==> config.mk <==
export PLATFORM = sky130hd
export DESIGN_NAME = first_fit_segment_allocator
export DESIGN_NICKNAME = d
export VERILOG_FILES = /design/src/sv/ffsa_pkg.sv /design/src/sv/ffsa_seg_table.sv /design/src/sv/ffsa_wait_queue.sv /design/src/sv/first_fit_segment_allocator.sv
export VERILOG_INCLUDE_DIRS = /design/src /design/src/sv
export SDC_FILE = /design/constraint.sdc
export NUM_CORES = 2
export LEC_CHECK = 0
export BUFFER_PORTS_ARGS = -buffer_cell sky130_fd_sc_hd__buf_4
export CORE_ASPECT_RATIO = 0.5
export CORE_MARGIN = 4
export CORE_UTILIZATION = 45
export CTS_BUF_LIST = sky130_fd_sc_hd__clkbuf_8
export DETAILED_ROUTE_END_ITERATION = 8
export GPL_ROUTABILITY_DRIVEN = 0
export PLACE_DENSITY_LB_ADDON = 0.15
export SLEW_MARGIN = 20
export SYNTH_ARGS = -nofsm -noshare
export SYNTH_HDL_FRONTEND = slang
export SYNTH_SLANG_ARGS = --single-unit
==> constraint.sdc <==
create_clock -name clk -period 9.74 [get_ports clk]
set_input_delay 2.922 -clock clk [delete_from_list [all_inputs] [get_ports clk]]
set_output_delay 2.922 -clock clk [all_outputs]
set_load 0.01 [all_outputs]
==> src/sv/first_fit_segment_allocator_defines.svh <==
// Assertion macros for the first-fit segment allocator.
// Depends on nothing; the asserting module provides clk and arst_n.
`ifndef FIRST_FIT_SEGMENT_ALLOCATOR_DEFINES_SVH
`define FIRST_FIT_SEGMENT_ALLOCATOR_DEFINES_SVH
// Implication checked in the same cycle.
`define FFSA_ASSERT_IMP(lbl, ante, cons, msg) \
	lbl: assert property (@(posedge clk) disable iff (!arst_n) (ante) |-> (cons)) \
		else $error(msg);
// Implication checked in the following cycle.
`define FFSA_ASSERT_NXT(lbl, ante, cons, msg) \
	lbl: assert property (@(posedge clk) disable iff (!arst_n) (ante) |=> (cons)) \
		else $error(msg);
`endif

==> src/sv/ffsa_pkg.sv <==
// Shared types and constants of the first-fit segment allocator.
// Depends on nothing.
package ffsa_pkg;
	localparam int MaxSegmentsDef = 16;
	localparam int QueueDepthDef = 8;
	localparam logic [15:0] TotalSizeReset = 16'd1000;

	typedef enum logic [1:0] {
		KIND_PLACED = 2'd0,
		KIND_QUEUED = 2'd1,
		KIND_REJECTED = 2'd2,
		KIND_DONE = 2'd3
	} kind_t;

	typedef enum logic [2:0] {
		SEG_NOP,
		SEG_LOAD,
		SEG_FREE,
		SEG_MERGE,
		SEG_PLACE
	} seg_op_t;

	typedef enum logic [1:0] {
		Q_NOP,
		Q_CLEAR,
		Q_PUSH,
		Q_POP_AT
	} q_op_t;

	typedef enum logic [2:0] {
		ST_IDLE,
		ST_RELEASE,
		ST_MERGE,
		ST_QSCAN,
		ST_PLACE,
		ST_DONE
	} state_t;

	typedef struct packed {
		seg_op_t op;
		logic [15:0] size;
		logic [7:0] owner;
		logic [15:0] release_time;
		logic [15:0] total;
	} seg_cmd_t;

	typedef struct packed {
		q_op_t op;
		logic [7:0] id;
		logic [15:0] size;
		logic [15:0] hold;
	} q_cmd_t;
endpackage

==> src/sv/ffsa_seg_table.sv <==
// Ordered segment table with load, insert, merge and free operations.
// Depends on ffsa_pkg.
module ffsa_seg_table #(
	parameter int MAX_SEGMENTS = 16
) (
	input logic clk,
	input logic arst_n,
	input ffsa_pkg::seg_cmd_t cmd,
	input logic [$clog2(MAX_SEGMENTS)-1:0] idx,
	output logic [15:0] rd_base,
	output logic [15:0] rd_len,
	output logic [15:0] rd_release,
	output logic [MAX_SEGMENTS-1:0] busy_vec,
	output logic [$clog2(MAX_SEGMENTS+1)-1:0] count
);
	import ffsa_pkg::*;

	localparam int IW = $clog2(MAX_SEGMENTS);
	localparam int CW = $clog2(MAX_SEGMENTS + 1);

	logic [15:0] base_q [MAX_SEGMENTS];
	logic [15:0] len_q [MAX_SEGMENTS];
	logic [7:0] owner_q [MAX_SEGMENTS];
	logic [15:0] rel_q [MAX_SEGMENTS];
	logic [MAX_SEGMENTS-1:0] busy_q;
	logic [CW-1:0] count_q;
	logic [IW-1:0] idx_n;
	logic split;

	assign idx_n = idx + 1'b1;
	assign split = len_q[idx] != cmd.size;
	assign rd_base = base_q[idx];
	assign rd_len = len_q[idx];
	assign rd_release = rel_q[idx];
	assign busy_vec = busy_q;
	assign count = count_q;

	always_ff @(posedge clk or negedge arst_n) begin
		if (!arst_n) begin
			count_q <= CW'(1);
			busy_q <= '0;
			for (int i = 0; i < MAX_SEGMENTS; i++) begin
				base_q[i] <= '0;
				len_q[i] <= '0;
			end
			len_q[0] <= TotalSizeReset;
		end else begin
			unique case (cmd.op)
				SEG_LOAD: begin
					count_q <= CW'(1);
					busy_q <= '0;
					base_q[0] <= '0;
					len_q[0] <= cmd.total;
				end
				SEG_FREE: begin
					busy_q[idx] <= 1'b0;
				end
				SEG_MERGE: begin
					for (int k = 0; k < MAX_SEGMENTS - 1; k++) begin
						if (k > int'(idx)) begin
							base_q[k] <= base_q[k+1];
							len_q[k] <= len_q[k+1];
							busy_q[k] <= busy_q[k+1];
						end
					end
					len_q[idx] <= len_q[idx] + len_q[idx_n];
					count_q <= count_q - 1'b1;
				end
				SEG_PLACE: begin
					if (split) begin
						for (int k = 1; k < MAX_SEGMENTS; k++) begin
							if (k > int'(idx) + 1) begin
								base_q[k] <= base_q[k-1];
								len_q[k] <= len_q[k-1];
								busy_q[k] <= busy_q[k-1];
							end
						end
						base_q[idx_n] <= base_q[idx] + cmd.size;
						len_q[idx_n] <= len_q[idx] - cmd.size;
						busy_q[idx_n] <= 1'b0;
						count_q <= count_q + 1'b1;
					end
					len_q[idx] <= cmd.size;
					busy_q[idx] <= 1'b1;
				end
				default: begin
				end
			endcase
		end
	end

	always_ff @(posedge clk) begin
		unique case (cmd.op)
			SEG_MERGE: begin
				for (int k = 0; k < MAX_SEGMENTS - 1; k++) begin
					if (k > int'(idx)) begin
						owner_q[k] <= owner_q[k+1];
						rel_q[k] <= rel_q[k+1];
					end
				end
			end
			SEG_PLACE: begin
				if (split) begin
					for (int k = 1; k < MAX_SEGMENTS; k++) begin
						if (k > int'(idx) + 1) begin
							owner_q[k] <= owner_q[k-1];
							rel_q[k] <= rel_q[k-1];
						end
					end
				end
				owner_q[idx] <= cmd.owner;
				rel_q[idx] <= cmd.release_time;
			end
			default: begin
			end
		endcase
	end
endmodule

==> src/sv/ffsa_wait_queue.sv <==
// Wait queue of pending requests with removal at any position.
// Depends on ffsa_pkg.
module ffsa_wait_queue #(
	parameter int QUEUE_DEPTH = 8
) (
	input logic clk,
	input logic arst_n,
	input ffsa_pkg::q_cmd_t cmd,
	input logic [((QUEUE_DEPTH > 1) ? $clog2(QUEUE_DEPTH) : 1)-1:0] idx,
	output logic [7:0] rd_id,
	output logic [15:0] rd_size,
	output logic [15:0] rd_hold,
	output logic [$clog2(QUEUE_DEPTH+1)-1:0] count
);
	import ffsa_pkg::*;

	localparam int QW = (QUEUE_DEPTH > 1) ? $clog2(QUEUE_DEPTH) : 1;
	localparam int QCW = $clog2(QUEUE_DEPTH + 1);

	logic [7:0] id_q [QUEUE_DEPTH];
	logic [15:0] size_q [QUEUE_DEPTH];
	logic [15:0] hold_q [QUEUE_DEPTH];
	logic [QCW-1:0] count_q;
	logic [QW-1:0] tail;

	assign tail = count_q[QW-1:0];
	assign rd_id = id_q[idx];
	assign rd_size = size_q[idx];
	assign rd_hold = hold_q[idx];
	assign count = count_q;

	always_ff @(posedge clk or negedge arst_n) begin
		if (!arst_n) begin
			count_q <= '0;
		end else begin
			unique case (cmd.op)
				Q_CLEAR: count_q <= '0;
				Q_PUSH: count_q <= count_q + 1'b1;
				Q_POP_AT: count_q <= count_q - 1'b1;
				default: begin
				end
			endcase
		end
	end

	always_ff @(posedge clk) begin
		unique case (cmd.op)
			Q_PUSH: begin
				id_q[tail] <= cmd.id;
				size_q[tail] <= cmd.size;
				hold_q[tail] <= cmd.hold;
			end
			Q_POP_AT: begin
				for (int k = 0; k < QUEUE_DEPTH - 1; k++) begin
					if (k >= int'(idx)) begin
						id_q[k] <= id_q[k+1];
						size_q[k] <= size_q[k+1];
						hold_q[k] <= hold_q[k+1];
					end
				end
			end
			default: begin
			end
		endcase
	end
endmodule

==> src/sv/first_fit_segment_allocator.sv <==
// A time step is accepted when start is high and busy is low; busy then stays high while one
// sequencer releases, merges and places, visiting one table entry per cycle and making one
// placement attempt per waiting request plus the arrival. Each result is shown for one cycle
// with result_valid; the receiver cannot stall, and the last result of a step (step done)
// has last set.
`include "first_fit_segment_allocator_defines.svh"
module first_fit_segment_allocator #(
	parameter int MAX_SEGMENTS = ffsa_pkg::MaxSegmentsDef,
	parameter int QUEUE_DEPTH = ffsa_pkg::QueueDepthDef
) (
	input logic clk,
	input logic arst_n,
	input logic start,
	output logic busy,
	input logic arrival_valid,
	input logic [7:0] req_id,
	input logic [15:0] req_size,
	input logic [15:0] hold_ticks,
	output logic result_valid,
	output logic [1:0] kind,
	output logic [7:0] owner_id,
	output logic [15:0] base_address,
	output logic [3:0] waiting_count,
	output logic last,
	input logic psel,
	input logic penable,
	input logic pwrite,
	input logic [2:0] paddr,
	input logic [31:0] pwdata,
	output logic [31:0] prdata,
	output logic pready
);
	import ffsa_pkg::*;

	localparam int IW = $clog2(MAX_SEGMENTS);
	localparam int CW = $clog2(MAX_SEGMENTS + 1);
	localparam int QW = (QUEUE_DEPTH > 1) ? $clog2(QUEUE_DEPTH) : 1;
	localparam int QCW = $clog2(QUEUE_DEPTH + 1);

	state_t state_q, state_d;
	logic [CW-1:0] j_q;
	logic [QCW-1:0] x_q;
	logic [7:0] cur_id_q, arr_id_q;
	logic [15:0] cur_size_q, cur_hold_q, arr_size_q, arr_hold_q;
	logic from_q_q, arr_valid_q;
	logic [15:0] now_q, total_q;
	logic cfg_wr, accept;
	seg_cmd_t seg_cmd;
	q_cmd_t q_cmd;
	logic [15:0] rd_base, rd_len, rd_release;
	logic [MAX_SEGMENTS-1:0] busy_vec;
	logic [CW-1:0] seg_count;
	logic [7:0] q_id;
	logic [15:0] q_size, q_hold;
	logic [QCW-1:0] wc;
	logic [IW-1:0] jidx;
	logic j_in, mrg_ok, both_free, x_in, fits;
	logic emit, emit_last;
	kind_t emit_kind;
	logic [7:0] emit_id;
	logic [15:0] emit_base;
	logic [QCW-1:0] emit_wc;

	assign cfg_wr = psel && penable && pwrite && (paddr == 3'd0);
	assign accept = start && !busy;
	assign busy = state_q != ST_IDLE;
	assign pready = 1'b1;
	assign prdata = (paddr == 3'd0) ? {16'd0, total_q} : 32'd0;
	assign jidx = j_q[IW-1:0];

	assign j_in = j_q < seg_count;
	assign mrg_ok = ({1'b0, j_q} + 1'b1) < {1'b0, seg_count};
	assign both_free = !busy_vec[jidx] && !busy_vec[IW'(jidx + 1'b1)];
	assign x_in = x_q < wc;
	assign fits = !busy_vec[jidx] && (rd_len >= cur_size_q)
		&& !((rd_len != cur_size_q) && (seg_count == CW'(MAX_SEGMENTS)));

	ffsa_seg_table #(.MAX_SEGMENTS(MAX_SEGMENTS)) u_seg (
		.clk(clk), .arst_n(arst_n), .cmd(seg_cmd), .idx(jidx),
		.rd_base(rd_base), .rd_len(rd_len),
		.rd_release(rd_release), .busy_vec(busy_vec), .count(seg_count)
	);

	ffsa_wait_queue #(.QUEUE_DEPTH(QUEUE_DEPTH)) u_queue (
		.clk(clk), .arst_n(arst_n), .cmd(q_cmd), .idx(x_q[QW-1:0]),
		.rd_id(q_id), .rd_size(q_size), .rd_hold(q_hold), .count(wc)
	);

	always_comb begin
		state_d = state_q;
		unique case (state_q)
			ST_IDLE: if (accept) state_d = ST_RELEASE;
			ST_RELEASE: if (!j_in) state_d = ST_MERGE;
			ST_MERGE: if (!mrg_ok) state_d = ST_QSCAN;
			ST_QSCAN: state_d = (x_in || arr_valid_q) ? ST_PLACE : ST_DONE;
			ST_PLACE: begin
				if (!j_in || fits) state_d = from_q_q ? ST_QSCAN : ST_DONE;
			end
			ST_DONE: state_d = ST_IDLE;
			default: state_d = ST_IDLE;
		endcase
	end

	always_comb begin
		seg_cmd = '{op: SEG_NOP, size: cur_size_q, owner: cur_id_q,
			release_time: now_q + cur_hold_q, total: pwdata[15:0]};
		q_cmd = '{op: Q_NOP, id: cur_id_q, size: cur_size_q, hold: cur_hold_q};
		emit = 1'b0;
		emit_last = 1'b0;
		emit_kind = KIND_PLACED;
		emit_id = cur_id_q;
		emit_base = '0;
		emit_wc = wc;
		unique case (state_q)
			ST_IDLE: begin
				if (cfg_wr) begin
					seg_cmd.op = SEG_LOAD;
					q_cmd.op = Q_CLEAR;
				end
			end
			ST_RELEASE: begin
				if (j_in && busy_vec[jidx] && rd_release == now_q) seg_cmd.op = SEG_FREE;
			end
			ST_MERGE: begin
				if (mrg_ok && both_free) seg_cmd.op = SEG_MERGE;
			end
			ST_PLACE: begin
				if (j_in) begin
					if (fits) begin
						seg_cmd.op = SEG_PLACE;
						emit = 1'b1;
						emit_base = rd_base;
						if (from_q_q) begin
							q_cmd.op = Q_POP_AT;
							emit_wc = wc - 1'b1;
						end
					end
				end else if (!from_q_q) begin
					emit = 1'b1;
					if (wc < QCW'(QUEUE_DEPTH)) begin
						q_cmd.op = Q_PUSH;
						emit_kind = KIND_QUEUED;
						emit_wc = wc + 1'b1;
					end else begin
						emit_kind = KIND_REJECTED;
					end
				end
			end
			ST_DONE: begin
				emit = 1'b1;
				emit_last = 1'b1;
				emit_kind = KIND_DONE;
				emit_id = '0;
			end
			default: begin
			end
		endcase
	end

	always_ff @(posedge clk or negedge arst_n) begin
		if (!arst_n) begin
			state_q <= ST_IDLE;
			now_q <= '0;
			total_q <= TotalSizeReset;
			result_valid <= 1'b0;
		end else begin
			state_q <= state_d;
			result_valid <= emit;
			if (cfg_wr && state_q == ST_IDLE) total_q <= pwdata[15:0];
			if (state_q == ST_DONE) now_q <= now_q + 1'b1;
		end
	end

	always_ff @(posedge clk) begin
		kind <= emit_kind;
		owner_id <= emit_id;
		base_address <= emit_base;
		waiting_count <= 4'(emit_wc);
		last <= emit_last;
		unique case (state_q)
			ST_IDLE: begin
				j_q <= '0;
				if (accept) begin
					arr_valid_q <= arrival_valid;
					arr_id_q <= req_id;
					arr_size_q <= req_size;
					arr_hold_q <= hold_ticks;
				end
			end
			ST_RELEASE: j_q <= j_in ? j_q + 1'b1 : '0;
			ST_MERGE: begin
				if (mrg_ok) begin
					if (!both_free) j_q <= j_q + 1'b1;
				end else begin
					x_q <= '0;
				end
			end
			ST_QSCAN: begin
				j_q <= '0;
				if (x_in) begin
					cur_id_q <= q_id;
					cur_size_q <= q_size;
					cur_hold_q <= q_hold;
					from_q_q <= 1'b1;
				end else begin
					cur_id_q <= arr_id_q;
					cur_size_q <= arr_size_q;
					cur_hold_q <= arr_hold_q;
					from_q_q <= 1'b0;
				end
			end
			ST_PLACE: begin
				if (j_in) begin
					if (!fits) j_q <= j_q + 1'b1;
				end else if (from_q_q) begin
					x_q <= x_q + 1'b1;
				end
			end
			default: begin
			end
		endcase
	end

	`FFSA_ASSERT_IMP(a_last_on_done, result_valid, last == (kind == KIND_DONE),
		"last must mark exactly the step-done result")
	`FFSA_ASSERT_IMP(a_seg_count_range, 1'b1,
		seg_count != '0 && seg_count <= CW'(MAX_SEGMENTS), "segment count out of range")
	`FFSA_ASSERT_NXT(a_busy_after_accept, accept, busy, "busy must rise after a transfer")
	`FFSA_ASSERT_IMP(a_result_in_step, result_valid && kind != KIND_DONE, busy,
		"placement result outside a step")
endmodule

Word level (Yosys, flattened, before mapping)
Memory sizes are Yosys's and may differ from the RTL's. A register that Yosys moved wholly into a read port is not among the register bits.
Cells that the tools add are included.
- muxes and demuxes: 438
- eq/ne operators: 40
- reduce and logical (&&, ||, !) cells: 75
- bitwise logic cells: 21
- add/subtract/negate cells: 14
- magnitude comparators: 49
- operators with widths (operator ; count):
    16-bit two-way mux ; 162
    256-bit bitwise mux ; 4
    256-bit two-way mux ; 3
    240-bit case mux with 2 select lines ; 1
    224-bit case mux with 2 select lines ; 1
    5-bit by 32-bit greater-than comparator with 1-bit output, first input constant ; 8
    1-bit two-way mux ; 202
    16-bit binary-select mux with 4-bit select ; 3
    16-bit demux with 4-bit select ; 2
    4-bit by 32-bit greater-than comparator with 1-bit output, first input constant ; 4
    3-bit by 32-bit greater-than comparator with 1-bit output, first input constant ; 2
    14-bit case mux with 4 select lines ; 1
    16-bit adder ; 3
    16-bit case mux with 3 select lines ; 1
    16-bit OR reduction ; 3
    3-bit AND reduction ; 15
    4-bit two-way mux ; 11
    3-bit two-way mux ; 13
    2-bit AND reduction ; 18
    16-bit AND ; 2
    2-bit by 32-bit greater-than comparator with 1-bit output, first input constant ; 1
    16-bit inverter ; 2
    16-bit case mux with 2 select lines ; 1
    5-bit two-way mux ; 6
    61 further kinds ; 168
- word-level logic and storage cells: 709
- register bits after elaboration: 695
- bits in writable memories: 576
- output and inout port bits: 66
- memories kept: 4
- bits of input ports: 82
- memories (memory ; words ; width ; read ports ; clocked after Yosys merged registers in ; wr ports ; RTL line ; source):
    u_seg.rel_q ; 16 ; 16 ; 17 ; 1 ; 15 ; ffsa_seg_table.sv:24 ; logic [15:0] rel_q [MAX_SEGMENTS];
    u_queue.hold_q ; 8 ; 16 ; 8 ; 1 ; 7 ; ffsa_wait_queue.sv:22 ; logic [15:0] hold_q [QUEUE_DEPTH];
    u_queue.size_q ; 8 ; 16 ; 8 ; 1 ; 7 ; ffsa_wait_queue.sv:21 ; logic [15:0] size_q [QUEUE_DEPTH];
    u_queue.id_q ; 8 ; 8 ; 8 ; 1 ; 7 ; ffsa_wait_queue.sv:20 ; logic [7:0] id_q [QUEUE_DEPTH];

Longest topological paths before layout
- depth after elaboration: 18
- mapped depth: 32
- mapped depth without buffers: 20

By module
A second synthesis with hierarchy kept.
- cells, all modules: 8424
- area, all modules: 81283.0 µm²
- modules (own cells, without submodules) (module ; cells an instance ; area an instance (µm²) ; times used):
    ffsa_seg_table ; 6661 ; 57386.3 ; 1
    ffsa_wait_queue ; 1123 ; 15905.3 ; 1
    first_fit_segment_allocator ; 640 ; 7991.4 ; 1

Worst setup path after synthesis
No wires, ideal clock.
- path kind: register to register
- start: reg j_q[0]
- end: mem u_queue.hold_q[4][0] (enable)
- path buffers: 11
- data required time: 9.247 ns
- slack: 1.220 ns
- cell stages (with the launch flop): 26
- setup time: 0.493 ns
- clock period less this slack: 8.520 ns
- arrival time: 8.027 ns
- cells stage by stage: edfxtp_1 > buf_6 > buf_6 > buf_2 > buf_2 > buf_2 > buf_2 > buf_2 > buf_2 > mux2i_1 > o221ai_1 > o22ai_1 > a21oi_1 > ha_1 > clkbuf_1 > and3_1 > nand2_1 > nor4_1 > nand4_1 > o21ai_4 > nand2_1 > a21o_1 > buf_2 > buf_6 > and2_1 > o21ai_0
- RTL lines (what ; RTL line ; source):
    from (decl) ; first_fit_segment_allocator.sv:41 ; logic [CW-1:0] j_q;
    from (signal assigned) ; first_fit_segment_allocator.sv:190 ; ST_RELEASE: j_q <= j_in ? j_q + 1'b1 : '0;
    from (signal assigned) ; first_fit_segment_allocator.sv:193 ; if (!both_free) j_q <= j_q + 1'b1;
    from (signal assigned) ; first_fit_segment_allocator.sv:214 ; if (!fits) j_q <= j_q + 1'b1;
    to (decl) ; ffsa_wait_queue.sv:22 ;

==> run summary <==
hold slack = 0.448 ns
Register Area = 35200 um^2
CTS Buffer Depth = 4
Yosys cell types = 101
drt total wl = 322 mm
Core ar. = 177000 um^2
worst skew pair latency = 1.01 ns
commonest non-fill, non-tap cell in the layout = nand2_1
fin cells = 10.8k
final setup TNS = 0 ns
largest net degree at the start of global routing = 145
Pleak = 33.0 nW
failing checks = design-rule violations
cts bufs inserted = 206
Die Ht = 306 um
DRC = 33
final setup vio count = 0
drt pass-1 iters = 9
Die ar. = 185000 um^2
Worst Hold Depth = 2
Max rail drop VDD = 0.325 mV
commonest non-fill, non-tap cells in the layout = nand2_1, a21oi_1, nor2_1
startpoint types = flip-flop
Worst Path Arrival = 8.85 ns
first-pass GRT wire length = 468 mm
number of global-route vias before repair = 68.1k
Vias/cell = 6.74
WP data required = 10.34 ns
status = finished with violations
dpl cells = 10.4k
IO Pins = 148
cells on worst reg2reg path = 17
Hold Vio Cnt, Final = 0
CTS Hold Bufs = 0
worst min path class = reg -> reg
Post-CTS Setup Inserts = 0
Crit. End Element = flip-flop
Starting Density = 0.453
Worst slew margin = 0.173
Tcrit/Tclk final = 0.847
main flop type after synthesis = edfxtp_1
register area share after synthesis = 0.439
Die X = 604 um
final count of pins violating max slew = 0
Final Net Count = 8408
Post-DP HPWL = 221 mm
Clock Skews = 0.122 ns
Port Buffer Count = 114
kind of critical path = reg -> reg
WL per Instance = 29.9 um
Synth warnings = 0
Crit Path Max Fanout = 33
Final ANT Viol Nets = 0
Congestion Overflow GR = 0
initial DRC count = 11.1k
Avg Inst Size Synth = 9.53 um^2
number of flops mapped to enable cells by yosys = 667
RSZ-0062 raised after global routing = no
Tmin final = 8.25 ns
layout cell share with drive strength beyond 1 = 0.138
Async S/R FF share, synth = 0.448
clock slew at reported path FFs = 0.06 ns
FP Rows = 109
CTS tree = built
post-synthesis cell area = 80000 um^2
Multi-input gate area = 41600 um^2
antenna violations before repair = 10
worst-margin pin slew = 1.24 ns
pwr/cell area = 314 nW/um^2
H-Tree Depth = 4
post-CTS resize count = 0
CTS root buf = clkbuf_8
P&R area growth vs syn = 9.17%
max-cap violations = 0
Max Freq = 121 MHz
Tot GR Track Use = 0.336
Clock Sinks = 1278
routed via count = 72.6k
Layout fillers = 16.7k
Post-Syn Instances = 8398
flops & latches, synth = 1278
-- routing by layer --
layer  part of all wire  routed length, um  up-vias  global-route usage
met1               0.40             128000    35994               0.458
li1                   -                  -    31059                   -
met2               0.43             138000     4558               0.495
met5            0.00011                 34        -                   0
met3               0.11              36100     1016              0.0844
met4              0.063              20400        4               0.179
-- Yosys cell counts, types with 14 or more instances --
cell      instances  area, um^2
a211oi_1        114         856
a21o_1           40         300
a21oi_1         914        4570
a221o_1          17         170
a221oi_1        149        1310
a222oi_1         66         661
a22o_1           67         587
a22oi_1         242        1820
a31oi_1          63         394
a32oi_1          19         166
and2_1           67         419
and3_1           83         519
buf_1            50         188
buf_2           161         806
buf_4            35         263
clkbuf_1        529        1990
dfrtp_1         560       14000
dfxtp_1          38         761
edfxtp_1        667       20000
ha_1             88        1100
inv_1           127         477
mux2_2           78         878
mux2i_1         474        4740
mux4_2          248        5590
nand2_1         992        3720
nand2b_1         23         144
nand3_1         129         646
nand4_1          19         119
nor2_1          907        3400
nor2b_1          14        87.6
nor3_1           55         275
nor4_1           19         119
o211ai_1         35         263
o21a_1           29         218
o21ai_0         718        3590
o21ai_1          34         170
o221ai_1         74         648
o22ai_1          86         538
o31ai_1          41         308
or3_1            18         113
xnor2_1          75         657
xor2_1           31         272
-- metrics by stage --
step | area (um^2) | setup slack (ns) | power [W] | utilization
final | 87400 | 1.49 | 0.0274 | 0.494
after floorplan | 80100 | 1.22 | 0.0161 | -
after global placement | 83300 | 2.01 | 0.0220 | 0.471
after CTS | 87300 | 1.90 | 0.0269 | 0.494
after global routing | 87400 | 1.49 | 0.0284 | 0.494
after detailed placement | 83400 | 1.94 | 0.0221 | 0.472
-- sequential cells by signal (all words and copies together) (netlist names), 8 cells and up, named ones only --
name,cells
arr_id_q,8
cur_id_q,8
owner_id,8
cur_hold_q,16
u_seg.busy_vec,16
base_address,16
now_q,16
u_queue.size_q,128
u_seg.len_q,256
arr_hold_q,16
u_queue.hold_q,128
total_q,16
arr_size_q,16
cur_size_q,16
u_queue.id_q,64
u_seg.base_q,256
u_seg.rel_q,256
-- power by group --
part           switching, W  total [W]  internal, W
Combinational        0.0104     0.0150      0.00461
Sequential          0.00107    0.00763      0.00656
Clock               0.00242    0.00477      0.00235
Total                0.0139     0.0274       0.0135
-- worst paths after layout --
path | to | slack (ns) | start
worst max register to register | u_seg.rel_q[10][5] | 1.49 | j_q[1]
min in group asynchronous | u_seg.base_q[24] | 1.96 | arst_n
worst min-delay path | total_q[7] | 0.45 | total_q[7]
worst max-delay path | u_seg.rel_q[10][5] | 1.49 | j_q[1]
worst min register to register | total_q[7] | 0.45 | total_q[7]
max in group asynchronous | u_seg.len_q[242] | 6.31 | arst_n
-- kinds of logic after synthesis --
| family | after synthesis | synth area share |
|---|---|---|
| compound gates | 2800 | 0.217 |
| xor+xnor | 108 | 0.0121 |
| fa+ha+maj | 93 | 0.0150 |
| buf+inv | 918 | 0.0484 |
| flops | 1278 | 0.439 |
| mux | 810 | 0.142 |
| other cells | 2 | 0.0000938 |
| simple gates | 2389 | 0.126 |
-- critical path, cell delays in order, from the launching register on --
cell and delay [ns]:
edfxtp_1 0.61, buf_12 0.29, nand2_2 0.49, buf_4 0.44
o221ai_1 0.28, o22ai_1 0.13, a21oi_1 0.69, fa_1 0.50
a211oi_1 0.16, o211ai_1 0.34, a21oi_1 0.24, o31a_1 0.33
buf_4 0.21, nor3_4 1.00, nand2_4 0.62, nor2_4 0.85
a211o_1 0.18, buf_4 0.33
-- cell type report --
cell class,instances,share of cell area
Inverter,130,0.00568
Multi-Input combinational cell,6217,0.476
Tap cell,2386,0.0342
Sequential cell,1278,0.402
Timing Repair Buffer,400,0.0363
Antenna cell,7,0.000200
Clock inverter,129,0.00782
Clock buffer,236,0.0372
(Power assumes the default switching activity.)
